--- config.mk ---
export PLATFORM = sky130hd
export DESIGN_NAME = stream_find_and_replace
export DESIGN_NICKNAME = d
export VERILOG_FILES = /design/src/sfr_pkg.sv /design/src/sfr_window.sv /design/src/stream_find_and_replace.sv
export VERILOG_INCLUDE_DIRS = /design/src /design/src/src
export SDC_FILE = /design/constraint.sdc
export NUM_CORES = 1
export LEC_CHECK = 0
export BUFFER_PORTS_ARGS = -buffer_cell sky130_fd_sc_hd__buf_2
export CAP_MARGIN = 25
export CORE_MARGIN = 4
export CORE_UTILIZATION = 40
export DETAILED_ROUTE_END_ITERATION = 16
export SYNTH_ARGS = -nofsm -noshare
export SYNTH_HDL_FRONTEND = slang
export SYNTH_SLANG_ARGS = --single-unit
--- constraint.sdc ---
create_clock -name clk -period 11.51 [get_ports clk]
set_input_delay 1.151 -clock clk [delete_from_list [all_inputs] [get_ports clk]]
set_output_delay 1.151 -clock clk [all_outputs]
set_load 0.02 [all_outputs]
--- src/assert_macros.svh ---
// assertion macros used by the top-level rtl file
`ifndef ASSERT_MACROS_SVH
`define ASSERT_MACROS_SVH
`ifndef SYNTH
// property must hold at every clock edge outside reset
`define SFR_ASSERT(label, clk, rst_n, prop) \
    label: assert property (@(posedge clk) disable iff (!rst_n) (prop)) \
        else $error("sfr assertion failed");
// condition must never be true outside reset
`define SFR_ASSERT_NEVER(label, clk, rst_n, cond) \
    label: assert property (@(posedge clk) disable iff (!rst_n) !(cond)) \
        else $error("sfr forbidden condition seen");
`else
`define SFR_ASSERT(label, clk, rst_n, prop)
`define SFR_ASSERT_NEVER(label, clk, rst_n, cond)
`endif
`endif

--- src/sfr_pkg.sv ---
// package with shared constants and types of the find-and-replace block
package sfr_pkg;

    localparam int MAX_PATTERN_DEF = 8;
    localparam int COUNT_WIDTH_DEF = 16;

    // results of one request never exceed this
    localparam int BURST_DEPTH = 8;
    localparam int BURST_CNT_W = 4;
    localparam int REPL_MAX    = 8;
    localparam int LEN_W       = 4;
    localparam int SHOWN_W     = 16;

    typedef enum logic [1:0] {
        CFG_PATTERN_BYTES = 2'd0,
        CFG_PATTERN_LEN   = 2'd1,
        CFG_REPL_BYTES    = 2'd2,
        CFG_REPL_LEN      = 2'd3
    } cfg_index_t;

    // what one accepted request leaves for the output buffer
    typedef struct packed {
        logic                        hit;
        logic                        bare;
        logic                        stream_end;
        logic [BURST_CNT_W-1:0]      count;
        logic [BURST_DEPTH-1:0][7:0] bytes;
    } burst_load_t;

endpackage

--- src/sfr_window.sv ---
// sliding window of held bytes with the match and flush decision
module sfr_window #(
    parameter int MAX_PATTERN = sfr_pkg::MAX_PATTERN_DEF
) (
    input  logic                      clk,
    input  logic                      rst_n,
    input  logic                      step,
    input  logic [7:0]                in_byte,
    input  logic                      stream_end,
    input  logic [63:0]               pattern_bytes,
    input  logic [sfr_pkg::LEN_W-1:0] plen,
    input  logic [63:0]               replacement_bytes,
    input  logic [sfr_pkg::LEN_W-1:0] rlen,
    output sfr_pkg::burst_load_t      load
);

    localparam int FILL_W = $clog2(MAX_PATTERN + 1);

    logic [MAX_PATTERN-1:0][7:0] window_reg;
    logic [MAX_PATTERN-1:0][7:0] window_next;
    logic [FILL_W-1:0]           fill_reg;
    logic [FILL_W-1:0]           fill_next;

    logic [MAX_PATTERN-1:0][7:0] ext;
    logic [FILL_W-1:0]           fill_a;
    logic                        full_old;
    logic                        eq_all;
    logic                        at_len;
    logic                        hit;

    always_comb
    begin
        full_old = (fill_reg == FILL_W'(MAX_PATTERN));
        fill_a   = full_old ? fill_reg : fill_reg + 1'b1;
        for (int i = 0; i < MAX_PATTERN; i++)
        begin
            ext[i] = (!full_old && fill_reg == FILL_W'(i)) ? in_byte : window_reg[i];
        end
        eq_all = 1'b1;
        for (int i = 0; i < MAX_PATTERN; i++)
        begin
            if (sfr_pkg::LEN_W'(i) < plen && ext[i] != pattern_bytes[8*i +: 8])
            begin
                eq_all = 1'b0;
            end
        end
        at_len = (sfr_pkg::LEN_W'(fill_a) == plen);
        hit    = at_len && eq_all;
    end

    // results and next window for this request
    always_comb
    begin
        load            = '0;
        load.hit        = hit;
        load.stream_end = stream_end;
        window_next     = ext;
        fill_next       = fill_a;
        if (hit)
        begin
            for (int i = 0; i < sfr_pkg::REPL_MAX; i++)
            begin
                load.bytes[i] = replacement_bytes[8*i +: 8];
            end
            fill_next = '0;
            if (stream_end && rlen == '0)
            begin
                load.bare  = 1'b1;
                load.bytes = '0;
                load.count = sfr_pkg::BURST_CNT_W'(1);
            end
            else
            begin
                load.count = sfr_pkg::BURST_CNT_W'(rlen);
            end
        end
        else
        begin
            for (int i = 0; i < MAX_PATTERN; i++)
            begin
                load.bytes[i] = ext[i];
            end
            if (stream_end)
            begin
                load.count = sfr_pkg::BURST_CNT_W'(fill_a);
                fill_next  = '0;
            end
            else if (sfr_pkg::LEN_W'(fill_a) >= plen)
            begin
                // oldest byte leaves, the rest moves down
                load.count = sfr_pkg::BURST_CNT_W'(1);
                for (int i = 0; i < MAX_PATTERN - 1; i++)
                begin
                    window_next[i] = ext[i + 1];
                end
                fill_next = fill_a - 1'b1;
            end
            else
            begin
                load.count = '0;
            end
        end
    end

    always_ff @(posedge clk or negedge rst_n)
    begin
        if (!rst_n)
        begin
            fill_reg <= '0;
        end
        else if (step)
        begin
            fill_reg <= fill_next;
        end
    end

    always_ff @(posedge clk)
    begin
        if (step)
        begin
            window_reg <= window_next;
        end
    end

endmodule

--- src/stream_find_and_replace.sv ---
// top level of the streaming find-and-replace block
//
//  channel | direction | handshake            | payload
//  --------+-----------+----------------------+------------------------------------------
//  input   | in        | in_valid / in_ready  | in_byte, stream_end
//  output  | out       | out_valid / out_ready| out_byte, byte_valid, run_last,
//          |           |                      | output_end, matches_seen
//  config  | in        | cfg_wr_en            | cfg_index, cfg_data
//
// a request that yields at most one result is taken every cycle while the output
// is not stalled; one that yields more holds in_ready low while the output buffer
// drains, one result per cycle unless out_ready stalls it.
// reset clears the window fill, the match counter and the output buffer; held
// window bytes are not reset, and config resets to pattern length one, rest zero.
// a stalled output keeps its result; input is taken while the last result of
// the previous request is being taken.
`include "assert_macros.svh"

module stream_find_and_replace #(
    parameter int MAX_PATTERN = sfr_pkg::MAX_PATTERN_DEF,
    parameter int COUNT_WIDTH = sfr_pkg::COUNT_WIDTH_DEF
) (
    input  logic                          clk,
    input  logic                          rst_n,
    // config write port
    input  logic                          cfg_wr_en,
    input  logic [1:0]                    cfg_index,
    input  logic [63:0]                   cfg_data,
    // input requests
    input  logic                          in_valid,
    output logic                          in_ready,
    input  logic [7:0]                    in_byte,
    input  logic                          stream_end,
    // output requests
    output logic                          out_valid,
    input  logic                          out_ready,
    output logic [7:0]                    out_byte,
    output logic                          byte_valid,
    output logic                          run_last,
    output logic                          output_end,
    output logic [sfr_pkg::SHOWN_W-1:0]   matches_seen
);

    // config registers
    logic [63:0]               pattern_bytes_reg;
    logic [sfr_pkg::LEN_W-1:0] pattern_length_reg;
    logic [63:0]               replacement_bytes_reg;
    logic [sfr_pkg::LEN_W-1:0] replacement_length_reg;

    // effective lengths after clamping
    logic [sfr_pkg::LEN_W-1:0] plen;
    logic [sfr_pkg::LEN_W-1:0] rlen;

    logic                      in_fire;
    logic                      out_fire;
    sfr_pkg::burst_load_t      load;

    // match counter, saturating
    logic [COUNT_WIDTH-1:0]    count_reg;
    logic [COUNT_WIDTH-1:0]    count_next;
    logic [31:0]               count_wide;
    logic [sfr_pkg::SHOWN_W-1:0] count_shown;

    // output buffer holding the results of one request
    logic [sfr_pkg::BURST_DEPTH-1:0][7:0] buf_bytes_reg;
    logic [sfr_pkg::BURST_DEPTH-1:0][7:0] buf_bytes_next;
    logic [sfr_pkg::BURST_CNT_W-1:0]      buf_cnt_reg;
    logic [sfr_pkg::BURST_CNT_W-1:0]      buf_cnt_next;
    logic                                 buf_bare_reg;
    logic                                 buf_bare_next;
    logic                                 buf_end_reg;
    logic                                 buf_end_next;
    logic [sfr_pkg::SHOWN_W-1:0]          buf_count_reg;
    logic [sfr_pkg::SHOWN_W-1:0]          buf_count_next;

    always_comb
    begin
        if (pattern_length_reg == '0)
        begin
            plen = sfr_pkg::LEN_W'(1);
        end
        else if (pattern_length_reg > sfr_pkg::LEN_W'(MAX_PATTERN))
        begin
            plen = sfr_pkg::LEN_W'(MAX_PATTERN);
        end
        else
        begin
            plen = pattern_length_reg;
        end
        if (replacement_length_reg > sfr_pkg::LEN_W'(sfr_pkg::REPL_MAX))
        begin
            rlen = sfr_pkg::LEN_W'(sfr_pkg::REPL_MAX);
        end
        else
        begin
            rlen = replacement_length_reg;
        end
    end

    always_ff @(posedge clk or negedge rst_n)
    begin
        if (!rst_n)
        begin
            pattern_bytes_reg      <= '0;
            pattern_length_reg     <= sfr_pkg::LEN_W'(1);
            replacement_bytes_reg  <= '0;
            replacement_length_reg <= '0;
        end
        else if (cfg_wr_en)
        begin
            case (sfr_pkg::cfg_index_t'(cfg_index))
                sfr_pkg::CFG_PATTERN_BYTES: pattern_bytes_reg <= cfg_data;
                sfr_pkg::CFG_PATTERN_LEN:
                    pattern_length_reg <= cfg_data[sfr_pkg::LEN_W-1:0];
                sfr_pkg::CFG_REPL_BYTES:    replacement_bytes_reg <= cfg_data;
                sfr_pkg::CFG_REPL_LEN:
                    replacement_length_reg <= cfg_data[sfr_pkg::LEN_W-1:0];
                default: ;
            endcase
        end
    end

    // ready while the buffer is empty or its last result goes out now
    assign out_valid = (buf_cnt_reg != '0);
    assign out_fire  = out_valid && out_ready;
    assign in_ready  = (buf_cnt_reg == '0) ||
                       (buf_cnt_reg == sfr_pkg::BURST_CNT_W'(1) && out_ready);
    assign in_fire   = in_valid && in_ready;

    sfr_window #(
        .MAX_PATTERN (MAX_PATTERN)
    ) u_window (
        .clk               (clk),
        .rst_n             (rst_n),
        .step              (in_fire),
        .in_byte           (in_byte),
        .stream_end        (stream_end),
        .pattern_bytes     (pattern_bytes_reg),
        .plen              (plen),
        .replacement_bytes (replacement_bytes_reg),
        .rlen              (rlen),
        .load              (load)
    );

    always_comb
    begin
        count_next = count_reg;
        if (in_fire && load.hit && count_reg != {COUNT_WIDTH{1'b1}})
        begin
            count_next = count_reg + 1'b1;
        end
        // shown value is capped at the width of the result field
        count_wide  = 32'(count_next);
        count_shown = (count_wide > 32'h0000_FFFF) ? 16'hFFFF
                                                   : count_wide[sfr_pkg::SHOWN_W-1:0];
    end

    always_ff @(posedge clk or negedge rst_n)
    begin
        if (!rst_n)
        begin
            count_reg <= '0;
        end
        else
        begin
            count_reg <= count_next;
        end
    end

    always_comb
    begin
        buf_bytes_next = buf_bytes_reg;
        buf_cnt_next   = buf_cnt_reg;
        buf_bare_next  = buf_bare_reg;
        buf_end_next   = buf_end_reg;
        buf_count_next = buf_count_reg;
        if (out_fire)
        begin
            for (int i = 0; i < sfr_pkg::BURST_DEPTH - 1; i++)
            begin
                buf_bytes_next[i] = buf_bytes_reg[i + 1];
            end
            buf_cnt_next = buf_cnt_reg - 1'b1;
        end
        // a new request only lands when the buffer is emptying
        if (in_fire && load.count != '0)
        begin
            buf_bytes_next = load.bytes;
            buf_cnt_next   = load.count;
            buf_bare_next  = load.bare;
            buf_end_next   = load.stream_end;
            buf_count_next = count_shown;
        end
    end

    always_ff @(posedge clk or negedge rst_n)
    begin
        if (!rst_n)
        begin
            buf_cnt_reg <= '0;
        end
        else
        begin
            buf_cnt_reg <= buf_cnt_next;
        end
    end

    always_ff @(posedge clk)
    begin
        buf_bytes_reg <= buf_bytes_next;
        buf_bare_reg  <= buf_bare_next;
        buf_end_reg   <= buf_end_next;
        buf_count_reg <= buf_count_next;
    end

    assign out_byte     = buf_bytes_reg[0];
    assign byte_valid   = !buf_bare_reg;
    assign run_last     = (buf_cnt_reg == sfr_pkg::BURST_CNT_W'(1));
    assign output_end   = run_last && buf_end_reg;
    assign matches_seen = buf_count_reg;

    // input is only taken with at most one result left in the buffer
    `SFR_ASSERT(a_ready_buf, clk, rst_n, in_ready |-> (buf_cnt_reg <= sfr_pkg::BURST_CNT_W'(1)))
    // buffer never holds more than one request can produce
    `SFR_ASSERT_NEVER(a_buf_depth, clk, rst_n,
        buf_cnt_reg > sfr_pkg::BURST_CNT_W'(sfr_pkg::BURST_DEPTH))
    // a bare end marker is always the single, final result
    `SFR_ASSERT(a_bare_end, clk, rst_n, (out_valid && !byte_valid) |-> (run_last && output_end))
    // with no request waiting, the buffer is empty after its last result goes out
    `SFR_ASSERT(a_drain, clk, rst_n,
        (out_fire && run_last && !in_valid) |=> (buf_cnt_reg == '0))

endmodule
## Word level (Yosys, flattened, before mapping)

Cells that the tools add are included.
W data, S select, Z words.

- Reduce and logical (&&, ||, !) cells: 40
- Add/sub/neg operators: 4
- Equality and inequality tests: 22
- Multiplexer cells: 37
- $lt $le $gt $ge: 11

Operators with widths:

| operator | count |
|---|---|
| $mux W56 | 5 |
| $mux W68 | 1 |
| $mux W64 | 1 |
| $mux W8 | 8 |
| $ne A8 B8 Y1 | 8 |
| $mux W4 | 11 |
| $logic_and A1 B1 Y1 | 25 |
| $add A16 B1 Y16 const B | 1 |
| $eq A4 B3 Y1 const B | 4 |
| $logic_not A4 Y1 | 4 |
| $lt A3 B4 Y1 const A | 4 |
| $mux W16 | 1 |
| $ne A16 B16 Y1 const B | 1 |
| $mux W1 | 10 |
| $eq A4 B1 Y1 const B | 2 |
| $eq A4 B2 Y1 const B | 2 |
| $gt A4 B4 Y1 const B | 2 |
| $lt A1 B4 Y1 const A | 2 |
| $lt A2 B4 Y1 const A | 2 |
| $reduce_and A2 Y1 | 4 |
| $reduce_bool A4 Y1 | 2 |
| $sub A4 B1 Y4 const B | 2 |
| $add A4 B1 Y4 const B | 1 |
| $eq A2 B2 Y1 const B | 2 |
| other kinds (8) | 9 |

- Bits of input ports: 80
- Word-level logic and storage cells: 140
- Output and inout bits: 29
- Register bits after elaboration: 306

## Logic depth before layout (Yosys ltp)

- Depth in word-level cells: 19
- Depth in mapped cells: 17
- Depth with buffers taken out: 15

## Modules after synthesis

A second synthesis with hierarchy kept.

- Cells, all modules: 1337
- Area, all modules: 16184.3 µm²

Modules (own cells, without submodules):

| module | seq. area each (µm²) | area an instance (µm²) | times used | cells an instance |
|---|---|---|---|---|
| stream_find_and_replace | 6367.4 | 9750.6 | 1 | 563 |
| sfr_window | 2021.9 | 6433.7 | 1 | 774 |

## Worst setup path before layout

No wires, ideal clock.

- Kind: input to register
- Start point: in in_byte[6]
- End point: reg buf_bytes_reg[10] in the netlist's numbering (enable)
- Required time: 11086 ps
- Buffers on the path: 1
- Cell stages on the path: 10
- Arrival time: 4709 ps
- Setup slack: 6377 ps
- Library setup time: 424 ps
- Cells stage by stage: clkbuf_1 -> xnor2_1 -> o221ai_1 -> o21ai_0 -> o21ai_0 -> or4b_2 -> a311oi_1 -> nand4_1 -> mux2_2 -> nand2b_1

- Longest elaborated chain between the ends: 16
- Elaborated cells on any way between the ends: 37
- Those cells by class: eq/ne: 8; mux: 17; reduce/logical: 12

RTL lines:

| element | RTL line | text |
|---|---|---|
| start: declaration | stream_find_and_replace.sv:32 | `input logic [7:0] in_byte,` |
| $mux W8 | sfr_window.sv:37 | `ext[i] = (!full_old && fill_reg == FILL_W'(i)) ? in_byte : window_reg[i];` |
| $ne A8 B8 Y1 | sfr_window.sv:42 | `if (sfr_pkg::LEN_W'(i) < plen && ext[i] != pattern_bytes[8*i +: 8])` |
| $logic_and A1 B1 Y1 | sfr_window.sv:42 |  |
| $mux W1 (7 in series) | sfr_window.sv:42 |  |
| $mux W1 * | sfr_window.sv:42 |  |
| $logic_and A1 B1 Y1 * | sfr_window.sv:48 | `hit = at_len && eq_all;` |
| $mux W68 * | sfr_window.sv:59 | `if (hit)` |
| $reduce_bool A4 Y1 * | stream_find_and_replace.sv:186 | `if (in_fire && load.count != '0)` |
| $logic_and A1 B1 Y1 * | stream_find_and_replace.sv:186 |  |
| $reduce_bool A2 Y1 (no line) * | n/a |  |
| end signal: assignment | stream_find_and_replace.sv:210 | `buf_bytes_reg <= buf_bytes_next;` |
| end: declaration | stream_find_and_replace.sv:65 | `logic [sfr_pkg::BURST_DEPTH-1:0][7:0] buf_bytes_reg;` |

Mark *: on every way between the ends. The rest lies on a longest branch, timed or not.
A chain may end at the register's enable or synchronous reset.

==> flow_summary.ini <==
[drt]
vias = 10699
drt_iter0_drc = 800
detail-route-antenna-nets = 0
first_pass_iters = 8
viasPerCell = 5.55
wl_per_cell_um = 21.3
routed_wl_um = 41100
drcViolationCount = 0

[timing]
fin_setup_tns_ps = 0
timing.final.crit_share_pct = 51.1
fmax_mhz = 170
max_slew_margin_pct = 31.0
fin_worst_skew_ps = 25.7
worst_pin_slew_ps = 1040
rsz0062_at_grt = false
setup_viol = 0
min_period_ps = 5880
timing.hold.ws_ps = 489
final_hold_viol_count = 0
drv_slew = 0

[die]
coreArea_um2 = 37600
start_util_pct = 40.5
die_area_um2 = 41300
die_x_um = 203
io_pins = 109
die_h_um = 203
num_rows = 71

[layout]
antennaDiodeCount = 0
area_growth_pct = 13.0
layout-drive-gt1-share_pct = 21.7
nFillCells = 3491
finalNonFillerCells = 1929
final_cell_area_um2 = 17200
final_nets = 1483
register_area_um2 = 8390
multi_input_area_um2 = 6190

[yosys]
synth.net_count = 1409
synth-seq-cells = 306
synth_edf_count = 146
ys_async_sr_fraction_pct = 52.3
yosys_most_used_dff = dfrtp_1
synth_cell_types = 69
syn-cell-area_um2 = 15200
synth_area_per_cell_um2 = 11.6
ys_seq_area_share_pct = 55.1
synth_warnings = 0
synth_cells = 1317

[min_path]
hp-class = reg -> reg

[placement]
hpwl_um = 27700
gp_congestion = 0.911
postPlaceCellArea_um2 = 16100
io_buffer_count = 108
placed_cells = 1864

[setup_path]
crit_path_start_kind = register
crit_fanout = 80
worst_path_largest_cell_delay_ps = 800
critPathBufInv = 2
criticalPathCategory = reg -> reg
worstPathRequired_ps = 11790
slowest_stage = mux2_4
cp_cell_sequence = nand3b_1, mux2i_1, inv_1, a22oi_1, nand3_1, o32ai_1, nand4_1, mux2_4, buf_4, o211ai_1, o21a_1
crit_family = multiplexers
cp.arrival_ps = 6160
crit_path_end_kind = register

[clocking]
clock_path_buffers = 3
htreeDepth = 2
cts_tree = yes
cts_buffers = 35
clock_latency_ps = 530
post_cts_buffers = 0
cts_resized = 0
root_buffer = clkbuf_16
clkSinkCount = 306
path_clk_slew_ps = 60
holdBufCountCts = 0

[pwr]
total_power_mw = 3.67
ir_worst_vdd_mv = 0.0942
p_leak_nw = 6.85
powerDensity_nw_per_um2 = 213

[grt]
grt_overflow = 0
track_usage_pct = 19.5
grt_pass1_wl_um = 63500
grt_max_degree = 91
antenna_found_initial = 2
grt_pass1_vias = 10612

[status]
status = finished, final reports clean

[job]
maxCapViolations = 0
## Yosys cell counts (4+ instances only)
master	count	share of area, %
o221ai_1	6	0.34
a221oi_1	6	0.34
o22ai_1	4	0.16
o21a_1	10	0.49
dfrtp_1	159	26
xnor2_1	40	2.3
mux2i_1	101	6.6
nand3b_1	4	0.20
nor2_1	140	3.4
buf_2	31	1.0
a31oi_1	52	2.1
a222oi_1	11	0.72
edfxtp_1	146	29
clkbuf_1	37	0.91
nand2_1	46	1.1
and3_1	7	0.29
nor3_1	18	0.59
o211ai_1	8	0.39
and2_1	4	0.16
nor2b_1	6	0.25
nor4_1	7	0.29
nand3_1	38	1.2
ha_1	12	0.99
xor2_1	27	1.6
nand4_1	11	0.45
a21oi_1	87	2.9
buf_4	16	0.79
inv_1	65	1.6
mux2_2	118	8.7
nand2b_1	8	0.33
o21ai_0	39	1.3
## final cells by class
cell class	count	area share, %
well taps	511	3.71
flip-flops and latches	306	48.7
clock inverters	4	0.203
clock buffers	60	5.99
multi-input cells	858	35.9
repair buffers	124	3.99
inverters	66	1.44
## cells in the final DEF, fill, tap and decap left out, drive strengths merged, types with 5 or more instances in the layout
master and count:
nor2b 6, nor2 140, a31oi 52, mux2 118, xor2 27, nand3 38
inv 66, xnor2 40, nand3b 6, nor3 18, o221ai 6, o211ai 11
o21ai 40, a221oi 6, nand4 11, ha 12, and3 7, a222oi 11
nand2b 8, nor4 7, mux2i 102, nand2 46, dfrtp 159, o21a 10
clkbuf 60, nor3b 5, edfxtp 146, buf 124, a21oi 87
## where the power goes
group / switching, mW / internal, mW
registers: 0.147 / 1.41
logic: 0.618 / 0.449
clock network: 0.437 / 0.610
## layer usage
metal	global-route usage, %	wire length, um	up-vias
met5	0	21	-
li1	-	-	4938
met2	32.2	19500	367
met3	3.53	2650	48
met1	27.2	18100	5342
met4	4.36	761	4
## worst register-to-register path, stage by stage (launching register included)
cell	delay, ps
dfrtp_1	700
nand3b_1	670
mux2i_1	620
inv_1	140
a22oi_1	340
nand3_1	170
o32ai_1	540
nand4_1	400
mux2_4	810
buf_4	820
o211ai_1	260
o21a_1	150
## path summary, 6_finish.rpt
path                                      start                     to  slack [ps]  cells after the start
min in group asynchronous                 rst_n           count_reg[0]         690                      1
max                        u_window.fill_reg[2]       buf_bytes_reg[8]        5630                     11
min                               count_reg[11]          count_reg[11]         490                      1
min reg2reg                       count_reg[11]          count_reg[11]         490                      1
max in group asynchronous                 rst_n  pattern_length_reg[0]        9720                      3
max reg2reg                u_window.fill_reg[2]       buf_bytes_reg[8]        5630                     11
## logic make-up after synthesis
family	after synthesis	synth area share (%)
muxes	220	15.4
and+or+nand+nor	308	9.64
buffers and inverters	153	4.52
xor gates and xnor gates	67	3.85
adders and majority gates	12	0.986
DFF	306	55.1
AOI/OAI and AO/OA	251	10.5
## stage by stage
step	setup slack, ps	util (%)
after detailed placement	5580	42.9
after CTS	5930	45.7
after global routing	5400	45.8
after global placement	5650	42.9
after floorplan	6380	-
final	5630	45.8
Power figures use the tool's default switching activity.
